### config.mk
export PLATFORM = sky130hd
export DESIGN_NAME = etx_link_quality_estimator
export DESIGN_NICKNAME = d
export VERILOG_FILES = /design/src/design/etx_lq_pkg.sv /design/src/design/etx_link_quality_estimator.sv /design/src/design/etx_lq_cost.sv
export SDC_FILE = /design/constraint.sdc
export NUM_CORES = 1
export LEC_CHECK = 0
export BUFFER_PORTS_ARGS = -buffer_cell sky130_fd_sc_hd__buf_2
export CELL_PAD_IN_SITES_DETAIL_PLACEMENT = 0
export CELL_PAD_IN_SITES_GLOBAL_PLACEMENT = 1
export CORE_MARGIN = 4
export CORE_UTILIZATION = 40
export DETAILED_ROUTE_END_ITERATION = 6
export GPL_TIMING_DRIVEN = 0
export PLACE_DENSITY_LB_ADDON = 0.05
export SYNTH_ARGS = -nofsm -noshare
export SYNTH_HDL_FRONTEND = slang
export SYNTH_SLANG_ARGS = --single-unit
### constraint.sdc
create_clock -name clk_i -period 11.3 [get_ports clk_i]
set_clock_uncertainty 0.1 [all_clocks]
set_input_delay 0 -clock clk_i [delete_from_list [all_inputs] [get_ports clk_i]]
set_output_delay 0 -clock clk_i [all_outputs]
set_load 0.1 [all_outputs]
### src/design/etx_lq_pkg.sv
// ----------------------------------------------------------------------------
// etx_lq_pkg: shared types and constants of the link quality estimator
// Command codes, register indexes, step counts and the handshake structs
// between the top level and the serial ETX cost unit.
// ----------------------------------------------------------------------------
package etx_lq_pkg;

  localparam int unsigned QualityWidth = 16;
  localparam int unsigned CostWidth    = 24;
  localparam int unsigned MultWidth    = 17;
  localparam int unsigned WindowWidth  = 8;
  localparam int unsigned CfgIdxWidth  = 2;
  localparam int unsigned CfgDataWidth = 24;

  // A quality below 0.1 in Q0.16 marks the link as unusable
  localparam logic [QualityWidth-1:0] QualityFloor = 16'd6554;

  // Bit-serial step counts
  localparam int unsigned AvgSteps = 17;  // 17-bit dividend over the window
  localparam int unsigned MulSteps = 16;  // one neighbor quality bit per step
  localparam int unsigned DivSteps = 24;  // one cost bit per step
  localparam int unsigned CntWidth = 5;

  typedef enum logic [1:0] {
    CMD_RECEIVED = 2'd0,
    CMD_LOST     = 2'd1,
    CMD_SET_NBR  = 2'd2,
    CMD_CLEAR    = 2'd3
  } cmd_e;

  typedef enum logic [CfgIdxWidth-1:0] {
    CFG_WINDOW_SIZE     = 2'd0,
    CFG_COST_MULTIPLIER = 2'd1,
    CFG_BROKEN_COST     = 2'd2,
    CFG_UNUSED          = 2'd3
  } cfg_idx_e;

  typedef struct packed {
    logic                    start;
    logic [QualityWidth-1:0] lq;
    logic [QualityWidth-1:0] nlq;
    logic [MultWidth-1:0]    mult;
    logic [CostWidth-1:0]    broken;
  } cost_req_t;

  typedef struct packed {
    logic                 done;
    logic [CostWidth-1:0] cost;
  } cost_rsp_t;

endpackage

### src/design/etx_link_quality_estimator.sv
// ----------------------------------------------------------------------------
// etx_link_quality_estimator: link quality tracking with ETX cost
// Keeps local and neighbor link quality in Q0.16 and reports the ETX cost
// and both qualities as bytes after every event.
// ----------------------------------------------------------------------------
// Usage:
//   Input channel (in_valid_i/in_ready_o) transfers one event: command_i and
//   foreign_quality_i. Output channel (out_valid_o/out_ready_i) transfers one
//   result per event: link_cost_o, local_quality_byte_o, neighbor_quality_byte_o.
//   Events are handled one at a time. Packet received/lost events run a
//   bit-serial divider over the window, then the cost unit: a serial
//   multiply and a serial divide. Neighbor and clear events skip the
//   averaging. When either quality is below 0.1 the cost arithmetic is
//   skipped.
//   A new event is taken while a result still waits in the output register;
//   if the receiver stalls, the next result holds until the output register
//   frees up and no further event is taken.
//   Reset zeroes both qualities and loads window 12, multiplier 1024 and
//   broken cost 4194304. Write configuration only while no event is in flight.
// ----------------------------------------------------------------------------
module etx_link_quality_estimator
  import etx_lq_pkg::*;
(
  input  logic                    clk_i,
  input  logic                    rst_ni,
  input  logic                    cfg_we_i,
  input  logic [CfgIdxWidth-1:0]  cfg_index_i,
  input  logic [CfgDataWidth-1:0] cfg_data_i,
  input  logic                    in_valid_i,
  output logic                    in_ready_o,
  input  logic [1:0]              command_i,
  input  logic [QualityWidth-1:0] foreign_quality_i,
  output logic                    out_valid_o,
  input  logic                    out_ready_i,
  output logic [CostWidth-1:0]    link_cost_o,
  output logic [7:0]              local_quality_byte_o,
  output logic [7:0]              neighbor_quality_byte_o
);

  typedef enum logic [3:0] {
    S_IDLE = 4'b0001,
    S_AVG  = 4'b0010,
    S_COST = 4'b0100,
    S_OUT  = 4'b1000
  } state_e;

  state_e                  state_q, state_d;
  logic [WindowWidth-1:0]  window_q;
  logic [MultWidth-1:0]    mult_q;
  logic [CostWidth-1:0]    broken_q;
  logic [QualityWidth-1:0] lq_q, lq_d;
  logic [QualityWidth-1:0] nlq_q, nlq_d;
  logic                    recv_q, recv_d;
  logic                    start_q, start_d;
  logic [CntWidth-1:0]     cnt_q, cnt_d;
  logic [16:0]             dq_q, dq_d;   // q / w lane, quotient shifts in
  logic [16:0]             dk_q, dk_d;   // 65536 / w lane
  logic [8:0]              rq_q, rq_d;
  logic [8:0]              rk_q, rk_d;
  logic                    out_valid_q;
  logic [CostWidth-1:0]    cost_out_q;
  logic [7:0]              lq_byte_q, nlq_byte_q;

  logic [WindowWidth-1:0] w_eff;
  logic [8:0]             rq_sh, rk_sh;
  logic                   q_geq, k_geq;
  logic [16:0]            dq_step, dk_step;
  logic [17:0]            avg_sum;
  logic                   load_out;
  logic [23:0]            lq_scaled, nlq_scaled;
  cmd_e                   cmd;
  cost_req_t              req;
  cost_rsp_t              rsp;

  // Configuration registers
  always_ff @(posedge clk_i or negedge rst_ni) begin
    if (!rst_ni) begin
      window_q <= WindowWidth'(12);
      mult_q   <= MultWidth'(1024);
      broken_q <= CostWidth'(4194304);
    end else if (cfg_we_i) begin
      case (cfg_index_i)
        CFG_WINDOW_SIZE:     window_q <= cfg_data_i[WindowWidth-1:0];
        CFG_COST_MULTIPLIER: mult_q   <= cfg_data_i[MultWidth-1:0];
        CFG_BROKEN_COST:     broken_q <= cfg_data_i[CostWidth-1:0];
        default: ;
      endcase
    end
  end

  assign w_eff = (window_q == '0) ? WindowWidth'(1) : window_q;
  assign cmd   = cmd_e'(command_i);

  // One restoring division step on each lane
  assign rq_sh   = {rq_q[7:0], dq_q[16]};
  assign rk_sh   = {rk_q[7:0], dk_q[16]};
  assign q_geq   = rq_sh >= {1'b0, w_eff};
  assign k_geq   = rk_sh >= {1'b0, w_eff};
  assign dq_step = {dq_q[15:0], q_geq};
  assign dk_step = {dk_q[15:0], k_geq};

  // q - q/w, plus 65536/w on a received packet, saturating
  assign avg_sum = 18'(lq_q - dq_step[15:0]) + (recv_q ? 18'(dk_step) : 18'd0);

  assign in_ready_o = (state_q == S_IDLE);
  assign load_out   = (state_q == S_OUT) && (!out_valid_q || out_ready_i);

  always_comb begin
    state_d = state_q;
    lq_d    = lq_q;
    nlq_d   = nlq_q;
    recv_d  = recv_q;
    start_d = 1'b0;
    cnt_d   = cnt_q;
    dq_d    = dq_q;
    dk_d    = dk_q;
    rq_d    = rq_q;
    rk_d    = rk_q;
    case (state_q)
      S_IDLE: begin
        if (in_valid_i) begin
          case (cmd)
            CMD_RECEIVED, CMD_LOST: begin
              recv_d  = (cmd == CMD_RECEIVED);
              dq_d    = {1'b0, lq_q};
              dk_d    = 17'h10000;
              rq_d    = '0;
              rk_d    = '0;
              cnt_d   = '0;
              state_d = S_AVG;
            end
            CMD_SET_NBR: begin
              nlq_d   = foreign_quality_i;
              start_d = 1'b1;
              state_d = S_COST;
            end
            default: begin
              lq_d    = '0;
              nlq_d   = '0;
              start_d = 1'b1;
              state_d = S_COST;
            end
          endcase
        end
      end
      S_AVG: begin
        rq_d  = q_geq ? 9'(rq_sh - {1'b0, w_eff}) : rq_sh;
        rk_d  = k_geq ? 9'(rk_sh - {1'b0, w_eff}) : rk_sh;
        dq_d  = dq_step;
        dk_d  = dk_step;
        cnt_d = cnt_q + CntWidth'(1);
        if (cnt_q == CntWidth'(AvgSteps - 1)) begin
          lq_d    = (avg_sum > 18'd65535) ? 16'hFFFF : avg_sum[15:0];
          start_d = 1'b1;
          state_d = S_COST;
        end
      end
      S_COST: begin
        if (rsp.done) begin
          state_d = S_OUT;
        end
      end
      S_OUT: begin
        if (load_out) begin
          state_d = S_IDLE;
        end
      end
      default: begin
        state_d = S_IDLE;
      end
    endcase
  end

  always_ff @(posedge clk_i or negedge rst_ni) begin
    if (!rst_ni) begin
      state_q <= S_IDLE;
      lq_q    <= '0;
      nlq_q   <= '0;
      start_q <= 1'b0;
      cnt_q   <= '0;
    end else begin
      state_q <= state_d;
      lq_q    <= lq_d;
      nlq_q   <= nlq_d;
      start_q <= start_d;
      cnt_q   <= cnt_d;
    end
  end

  // Averaging datapath
  always_ff @(posedge clk_i) begin
    recv_q <= recv_d;
    dq_q   <= dq_d;
    dk_q   <= dk_d;
    rq_q   <= rq_d;
    rk_q   <= rk_d;
  end

  // Serial ETX cost
  assign req.start  = start_q;
  assign req.lq     = lq_q;
  assign req.nlq    = nlq_q;
  assign req.mult   = mult_q;
  assign req.broken = broken_q;

  etx_lq_cost u_cost (
    .clk_i  (clk_i),
    .rst_ni (rst_ni),
    .req_i  (req),
    .rsp_o  (rsp)
  );

  // q * 255 as (q << 8) - q
  assign lq_scaled  = {lq_q, 8'd0} - 24'(lq_q);
  assign nlq_scaled = {nlq_q, 8'd0} - 24'(nlq_q);

  // Output register: load a finished result, drop it on transfer
  always_ff @(posedge clk_i or negedge rst_ni) begin
    if (!rst_ni) begin
      out_valid_q <= 1'b0;
    end else if (load_out) begin
      out_valid_q <= 1'b1;
    end else if (out_ready_i) begin
      out_valid_q <= 1'b0;
    end
  end

  always_ff @(posedge clk_i) begin
    if (load_out) begin
      cost_out_q <= rsp.cost;
      lq_byte_q  <= lq_scaled[23:16];
      nlq_byte_q <= nlq_scaled[23:16];
    end
  end

  assign out_valid_o             = out_valid_q;
  assign link_cost_o             = cost_out_q;
  assign local_quality_byte_o    = lq_byte_q;
  assign neighbor_quality_byte_o = nlq_byte_q;

  // Checks
  a_cost_nonzero: assert property (@(posedge clk_i) disable iff (!rst_ni)
    out_valid_o |-> link_cost_o != '0)
    else $error("link cost reported as zero");

  a_cost_clamped: assert property (@(posedge clk_i) disable iff (!rst_ni)
    (out_valid_o && broken_q != '0) |-> link_cost_o <= broken_q)
    else $error("link cost above broken cost");

  a_accept_leaves_idle: assert property (@(posedge clk_i) disable iff (!rst_ni)
    (in_valid_i && in_ready_o) |=> state_q != S_IDLE)
    else $error("event transfer did not start processing");

  a_done_in_cost: assert property (@(posedge clk_i) disable iff (!rst_ni)
    rsp.done |-> state_q == S_COST)
    else $error("cost unit finished outside the cost phase");

endmodule

### src/design/etx_lq_cost.sv
// ----------------------------------------------------------------------------
// etx_lq_cost: serial ETX cost unit
// Forms lq*nlq by shift and add, one bit per cycle, then divides
// cost_multiplier*2^32 by it with a restoring divider, one quotient bit per
// cycle, and clamps the result into 1..broken_cost.
// ----------------------------------------------------------------------------
module etx_lq_cost
  import etx_lq_pkg::*;
(
  input  logic      clk_i,
  input  logic      rst_ni,
  input  cost_req_t req_i,
  output cost_rsp_t rsp_o
);

  typedef enum logic [2:0] {
    C_IDLE = 3'b001,
    C_MUL  = 3'b010,
    C_DIV  = 3'b100
  } cstate_e;

  cstate_e                 state_q, state_d;
  logic [CntWidth-1:0]     cnt_q, cnt_d;
  logic [31:0]             acc_q, acc_d;
  logic [QualityWidth-1:0] mpl_q, mpl_d;
  logic [31:0]             rem_q, rem_d;
  logic [CostWidth-1:0]    quo_q, quo_d;
  logic [CostWidth-1:0]    cost_q, cost_d;
  logic                    done_q, done_d;

  logic [32:0]          rem_sh;
  logic                 rem_geq;
  logic [31:0]          acc_step;
  logic [CostWidth-1:0] quo_step;

  // Clamp into 1..broken, a zero result reports as one
  function automatic logic [CostWidth-1:0] clamp_cost(logic [CostWidth-1:0] c,
                                                      logic [CostWidth-1:0] b);
    logic [CostWidth-1:0] r;
    r = (c > b) ? b : c;
    if (r == '0) begin
      r = CostWidth'(1);
    end
    return r;
  endfunction

  // One multiply step and one divide step
  assign acc_step = {acc_q[30:0], 1'b0} + (mpl_q[QualityWidth-1] ? 32'(req_i.lq) : 32'd0);
  assign rem_sh   = {rem_q, 1'b0};
  assign rem_geq  = rem_sh >= {1'b0, acc_q};
  assign quo_step = {quo_q[CostWidth-2:0], rem_geq};

  always_comb begin
    state_d = state_q;
    cnt_d   = cnt_q;
    acc_d   = acc_q;
    mpl_d   = mpl_q;
    rem_d   = rem_q;
    quo_d   = quo_q;
    cost_d  = cost_q;
    done_d  = 1'b0;
    case (state_q)
      C_IDLE: begin
        if (req_i.start) begin
          if (req_i.lq < QualityFloor || req_i.nlq < QualityFloor) begin
            cost_d = clamp_cost(req_i.broken, req_i.broken);
            done_d = 1'b1;
          end else begin
            acc_d   = '0;
            mpl_d   = req_i.nlq;
            cnt_d   = '0;
            state_d = C_MUL;
          end
        end
      end
      C_MUL: begin
        acc_d = acc_step;
        mpl_d = {mpl_q[QualityWidth-2:0], 1'b0};
        cnt_d = cnt_q + CntWidth'(1);
        if (cnt_q == CntWidth'(MulSteps - 1)) begin
          // multiplier << 32 over the product: the top bits start the remainder
          rem_d   = {7'd0, req_i.mult, 8'd0};
          quo_d   = '0;
          cnt_d   = '0;
          state_d = C_DIV;
        end
      end
      C_DIV: begin
        rem_d = rem_geq ? 32'(rem_sh - {1'b0, acc_q}) : rem_sh[31:0];
        quo_d = quo_step;
        cnt_d = cnt_q + CntWidth'(1);
        if (cnt_q == CntWidth'(DivSteps - 1)) begin
          cost_d  = clamp_cost(quo_step, req_i.broken);
          done_d  = 1'b1;
          state_d = C_IDLE;
        end
      end
      default: begin
        state_d = C_IDLE;
      end
    endcase
  end

  always_ff @(posedge clk_i or negedge rst_ni) begin
    if (!rst_ni) begin
      state_q <= C_IDLE;
      cnt_q   <= '0;
      done_q  <= 1'b0;
    end else begin
      state_q <= state_d;
      cnt_q   <= cnt_d;
      done_q  <= done_d;
    end
  end

  // Datapath registers
  always_ff @(posedge clk_i) begin
    acc_q  <= acc_d;
    mpl_q  <= mpl_d;
    rem_q  <= rem_d;
    quo_q  <= quo_d;
    cost_q <= cost_d;
  end

  assign rsp_o.done = done_q;
  assign rsp_o.cost = cost_q;

endmodule

# Word-level counts from Yosys, hierarchy flattened
# Index checks and enable logic that the tools add are counted.
# totals
out_inout_bits,42
mem_count,0
romBits,0
latchBits,0
mem_bits_rw,0
register_bits,319
elab_cells,165
in_bits,49
# classes
add_sub_neg,10
div_mod_pow,0
magnitude_cmp,7
mul,0
n_reduce_logical,30
bitwise,1
shift,0
muxes,67
n_eq_ne,25
# ops
operator,count
2-to-1 mux 24 bit,6
2-to-1 mux 32 bit,4
one-hot mux 32 bit (2 select lines),2
2-to-1 mux 16 bit,7
one-hot mux 16 bit (2 select lines),3
2-to-1 mux 17 bit,5
one-hot mux 17 bit (2 select lines),2
zero test 24 bit,2
one-hot mux 24 bit (2 select lines),1
subtractor 24 x 16 -> 24 bit,2
one-hot mux 23 bit (2 select lines),1
2-to-1 mux 8 bit,5
>= comparator 33 x 32 -> 1 bit,1
adder 32 bit,1
"< comparator 16 x 13 -> 1 bit, second input constant",2
one-hot mux 8 bit (2 select lines),2
subtractor 32 bit,1
2-to-1 mux 5 bit,5
> comparator 24 bit,1
2-to-1 mux 23 bit,1
adder 18 x 17 -> 18 bit,1
>= comparator 9 x 8 -> 1 bit,2
"> comparator 18 x 16 -> 1 bit, second input constant",1
subtractor 16 x 16 -> 17 bit,1
other kinds (36),81

# Logic depth before layout (Yosys ltp)
# depth
ltp_word,9
depth_mapped,31
mapped_depth_nobuf,30

# By module
# A second synthesis with hierarchy kept.
# hier_totals
hier_cells,1958
area_unflattened_um2,19717.7
# by_module_without_submodules
module,seq_area_each_um2,instances,cells_each,area_each_um2
etx_link_quality_estimator,5041.1,1,943,10162.2
etx_lq_cost,4040.1,1,1015,9555.4

# Worst setup path after synthesis
# OpenSTA, ideal clock, no wires.
# synth_timing
path_type,register to register
start,register window_q[3]
end,register lq_q[10]
required_time_ns,11.077
setup_slack_ns,5.365
arrival_ns,5.712
period_less_slack_ns,5.935
path_stages_with_launch,29
setup_ns,0.123
path_buffers,1
cell_sequence,dfstp_2 -> nor4_1 -> a41o_1 -> ha_1 -> nor2b_1 -> o21ai_0 -> a21boi_0 -> o21ai_0 -> a21boi_0 -> o21a_1 -> o21ai_1 -> nand2_1 -> ha_1 -> fa_1 -> nor2b_1 -> o31a_1 -> o21a_1 -> nor2_1 -> xnor2_1 -> ha_1 -> a211o_1 -> o211a_1 -> o21ai_2 -> o21ai_1 -> and2_1 -> o311a_1 -> a31oi_2 -> buf_2 -> nand2_1
# synth_between
elab_chain_len,9
word_cells_on_any_way,11
cone_classes,2 x add/sub; 3 x order compare; 5 x mux; 1 x reduce/logical
# synth_rtl
element,line,text
"start, declared",etx_link_quality_estimator.sv:48,logic [WindowWidth-1:0] window_q;
"start signal, assigned",etx_link_quality_estimator.sv:78,window_q <= WindowWidth'(12);
"start signal, assigned",etx_link_quality_estimator.sv:83,CFG_WINDOW_SIZE: window_q <= cfg_data_i[WindowWidth-1:0];
zero test 8 bit,etx_link_quality_estimator.sv:91,assign w_eff = (window_q == '0) ? WindowWidth'(1) : window_q;
2-to-1 mux 8 bit (*),etx_link_quality_estimator.sv:91,
">= comparator 9 x 8 -> 1 bit, on equally long branches","etx_link_quality_estimator.sv:97, etx_link_quality_estimator.sv:98",
subtractor 16 x 16 -> 17 bit / 2-to-1 mux 17 bit (equally long branches),etx_link_quality_estimator.sv:103,assign avg_sum = 18'(lq_q - dq_step[15:0]) + (recv_q ? 18'(dk_step) : 18'd0);
adder 18 x 17 -> 18 bit (*),etx_link_quality_estimator.sv:103,
> comparator 18 x 16 -> 1 bit,etx_link_quality_estimator.sv:153,lq_d = (avg_sum > 18'd65535) ? 16'hFFFF : avg_sum[15:0];
2-to-1 mux 16 bit (*),etx_link_quality_estimator.sv:153,
2-to-1 mux 16 bit (*),etx_link_quality_estimator.sv:152,if (cnt_q == CntWidth'(AvgSteps - 1)) begin
one-hot mux 16 bit (2 select lines) (*),etx_link_quality_estimator.sv:119,case (state_q)
"end signal, assigned",etx_link_quality_estimator.sv:183,lq_q <= lq_d;
"end, declared",etx_link_quality_estimator.sv:51,"logic [QualityWidth-1:0] lq_q, lq_d;"
# Every way passes the cells marked *; elsewhere a longest branch is shown, timed or not. The select of a mux whose other input is x is not followed.
# A chain may end at the register's enable or synchronous reset.

# Final worst setup path
# layout_timing
start,register window_q[3]
end,register lq_q[12]
# The elaborated chain is that of the path after synthesis.

==> results.md <==
* Status: completed
* Final worst slack at ~3.9 ns
* Dpl hpwl at 38,300 um
* Met2 WL at approximately 25,000 um
* Area delta synth->final at 18.2%
* Hold_sp: command_i[0]
* I/O pin total at between 90 and 100
* Vias in the first global route at between 10,000 and 15,000
* Instance count on the critical path at 29
* Post_cts resized at 0
* Clock Tree Root: clkbuf_16
* Hold_ws at around 0.080 ns
* Area occupied by multi-input gates at between 0.009 and 0.01 mm^2
* Gr ovfl total at 0
* Power Density at approximately 220 mW/mm^2
* Cell total after placement at around 2,500
* R2R Setup Slk at roughly 3.9 ns
* Reg2reg end: lq_q[12]
* Initial Util at 0.405
* Hold Path Depth at 4
* YS warnings at 0
* Post-synth ARST share at 0.317
* Num CTS Buffers at 39
* Global-route wire length before repair at 79,900 um
* Avg WL per Cell at approximately 19 um
* Clock-pin slew on the worst setup and hold paths at roughly 0.060 ns
* WS Path Type: flop to flop
* Initial antenna violation count at 0
* Clock latency at the later pin of the worst-skew pair at 0.56 ns
* Gpl congestion at approximately 0.86
* Share of cells above drive strength 1 at 0.120
* Final setup violation count at 0
* Peak VDD IR at around 0.16 mV
* Xor/xnor cell area share of the yosys netlist at 0.0413
* CP max stage cell: o21ai_1
* R2R depth at 29
* Slowest stage delay, CP at roughly 0.48 ns
* Prevailing post-synth register cell: edfxtp_1
* Synth area leader: edfxtp_1
* DR WL met3 at 1700 um
* Synth area leaders: edfxtp_1 35%, dfrtp_1 13%, ha_1 9.4%, nand2_1 3.7%, o21ai_0 3.6%
* Setup tns final at 0 ns
* CP max FO at 10
* Clock sinks at around 320
* Hold Path Sink: lq_q[5]
* Final wirelength at 51,400 um
* Aggregate global-route resource usage at 0.201
* Post-layout nets at 2,218
* Synthesized flop and latch total at between 300 and 400
* Combinational family with the most area after synthesis: simple AND/OR/NAND/NOR gates
* Leak Pwr at approximately 9 nW
* Diodes inserted at 0
* Tightest Pin Transition at approximately 1.3 ns
* Mux cell area share after synthesis at 0.0373
* Core outline area at ~0.047 mm^2
* Register area at 0.00908 mm^2
* Clock buffer depth at 3
* Post-CTS setup buffers at 0
* Wl on met1 at around 23,000 um
* RSZ-0062 raised after global routing: no
* Simple-gate share of the synthesized area at 0.154
* Post-synth top area share at 0.347
* Top cell family by delay on the critical path: compound AO/OA/AOI/OAI gates
* Die height at about 230 um
* Slew Viols, Final at 0
* Startpoint Class: flop
* Max transition margin at 0.148
* Via-to-Cell Ratio at between 5 and 6
* # rows at 79
* Crit path DAT at around 7.8 ns
* FF-to-FF Start: window_q[3]
* Top routing layer used: met4
* Compound-Gate Fraction of Synth Area at 0.146
* Cells after Synth at roughly 1,800
* Layout Cells excl Fill at 2,659
* Die W at 225 um
* Number of flops mapped to enable cells by yosys at between 200 and 250
* Syn nets at approximately 2,000
* Number of iterations in the first detailed-routing pass at 7
* Sequential share of the synthesized area at 0.481
* H-tree depth at 2
* Die ar. at 0.0507 mm^2
* DR iter-0 viols at around 740
* CTS tree: yes
* Routed Antenna Nets at 0
* Largest net degree at the start of global routing at 65
* Netlist cell types at between 80 and 90
* Mean Syn Cell Area at 10.4 um^2
* # port buffers at 90
* Fillers at 4,327
* Via count at between 10,000 and 15,000
* Cell Area, Synth at 0.0189 mm^2
* Final Hold Fails at 0
* Buf+Inv Stages, Crit Path at 1
* Post-Synth Adder-Cell Area at 0.101
* Final Cycle Share at 0.659
* Max Clk Rate at roughly 130 MHz
* Crit path time final at 7.45 ns
* CP Capture Type: flop
* Worst hold path type: input pin to flop
* Dpl ws at between 3 and 4 ns
* DRC at 0
* CP required at approximately 12 ns
* Final core utilization at 0.479
* Max cap viols at 0
* # hold bufs at CTS at 66
[Yosys cell counts (all sizes together), types with 27 or more instances]
cell / number
xnor2: 66
a21o: 32
ha: 142
nand4: 36
dfrtp: 95
clkbuf: 49
nor2: 108
o21ai: 147
o21a: 27
mux2: 43
edfxtp: 218
nand3: 44
inv: 137
nor3: 27
a21oi: 78
and2: 75
nand2: 184
[worst max path at each step]
stage                 from        to  slack [ns]
3_5_place_dp   window_q[3]  lq_q[12]        3.89
6_report       window_q[3]  lq_q[12]        3.85
5_1_grt        window_q[3]   lq_q[5]        3.19
4_1_cts        window_q[3]  lq_q[10]        3.82
2_1_floorplan  window_q[3]  lq_q[10]        5.37
3_3_place_gp   window_q[3]   lq_q[6]        3.95
[metrics by stage]
step / area [um^2] / total power, mW
floorplan: 18900 / 3.07
global route: 22300 / 5.35
CTS: 22300 / 5.04
global placement: 20100 / 3.56
detailed placement: 20200 / 3.59
finish: 22300 / 4.98
[sequential cells by signal, indices dropped and copies added (netlist names), 3 cells and up]
name / cells
window_q: 8
cnt_q: 5
u_cost.cnt_q: 5
u_cost.quo_q: 23
local_quality_byte_o: 8
lq_q: 16
nlq_q: 16
dk_q: 17
link_cost_o: 24
rq_q: 8
u_cost.acc_q: 32
u_cost.mpl_q: 16
neighbor_quality_byte_o: 8
u_cost.rem_q: 32
u_cost.state_q: 3
u_cost.cost_q: 24
mult_q: 17
rk_q: 8
dq_q: 17
state_q: 4
broken_q: 24
[worst min-delay path, cell delays in order]
cell and delay [ns]:
buf_2 0.13, a31oi_1 0.26, a22oi_1 0.24, nand2_1 0.07
[cell type report]
cell class,instances,share of cell area
inverters,137,0.0231
well taps,607,0.0341
clock inverters,21,0.0144
repair buffers,161,0.0552
plain buffers,57,0.0107
clock buffers,51,0.0485
multi-input cells,1306,0.407
flip-flops and latches,319,0.407
[logic make-up after synthesis]
logic type      count (synthesis)
compound gates                419
xor+xnor                       89
fa+ha+maj                     148
buf+inv                       194
flops                         319
mux                            65
simple gates                  585
[layer usage]
metal  GRT usage  vias to the layer above
met2       0.345                      215
li1            -                     7009
met3      0.0301                       63
met1       0.270                     6842
met4      0.0489                        0
met5           0                        -
[layout by cell type (no fill, tap or decap), types with 7 or more instances in the layout]
cell type        n
nand4_1         36
a22o_1          18
a22oi_1         10
edfxtp_1       218
nor3_1          27
dlygate4sd3_1   65
a31oi_1         14
o21ai_1          7
o31ai_1         14
mux2i_1         22
nand2b_1        14
nand3_1         44
nor2b_1         25
ha_1           142
a211oi_1         9
and2_1          74
nor4_1          20
mux2_2          43
nor3b_1          8
o21a_1          27
clkbuf_16       39
clkinv_2         7
inv_1          136
o211ai_1        11
a21o_1          32
nor2_1         107
buf_2           90
bufinv_16        8
or2_2            7
a21boi_0         7
xor2_1          23
o21ai_0        136
and3_1           8
dfrtp_1         95
xnor2_1         66
nand2_1        182
a21oi_1         74
clkbuf_1        55
[power breakdown]
part           leakage (nW)  total (mW)  internal (mW)  switching [mW]
sequential             3.20        1.69           1.52           0.164
clock                 0.687        1.38          0.860           0.517
combinational          5.10        1.92          0.800            1.12
total                  8.99        4.98           3.18            1.80
No activity file was read; power rests on OpenSTA's default activity.
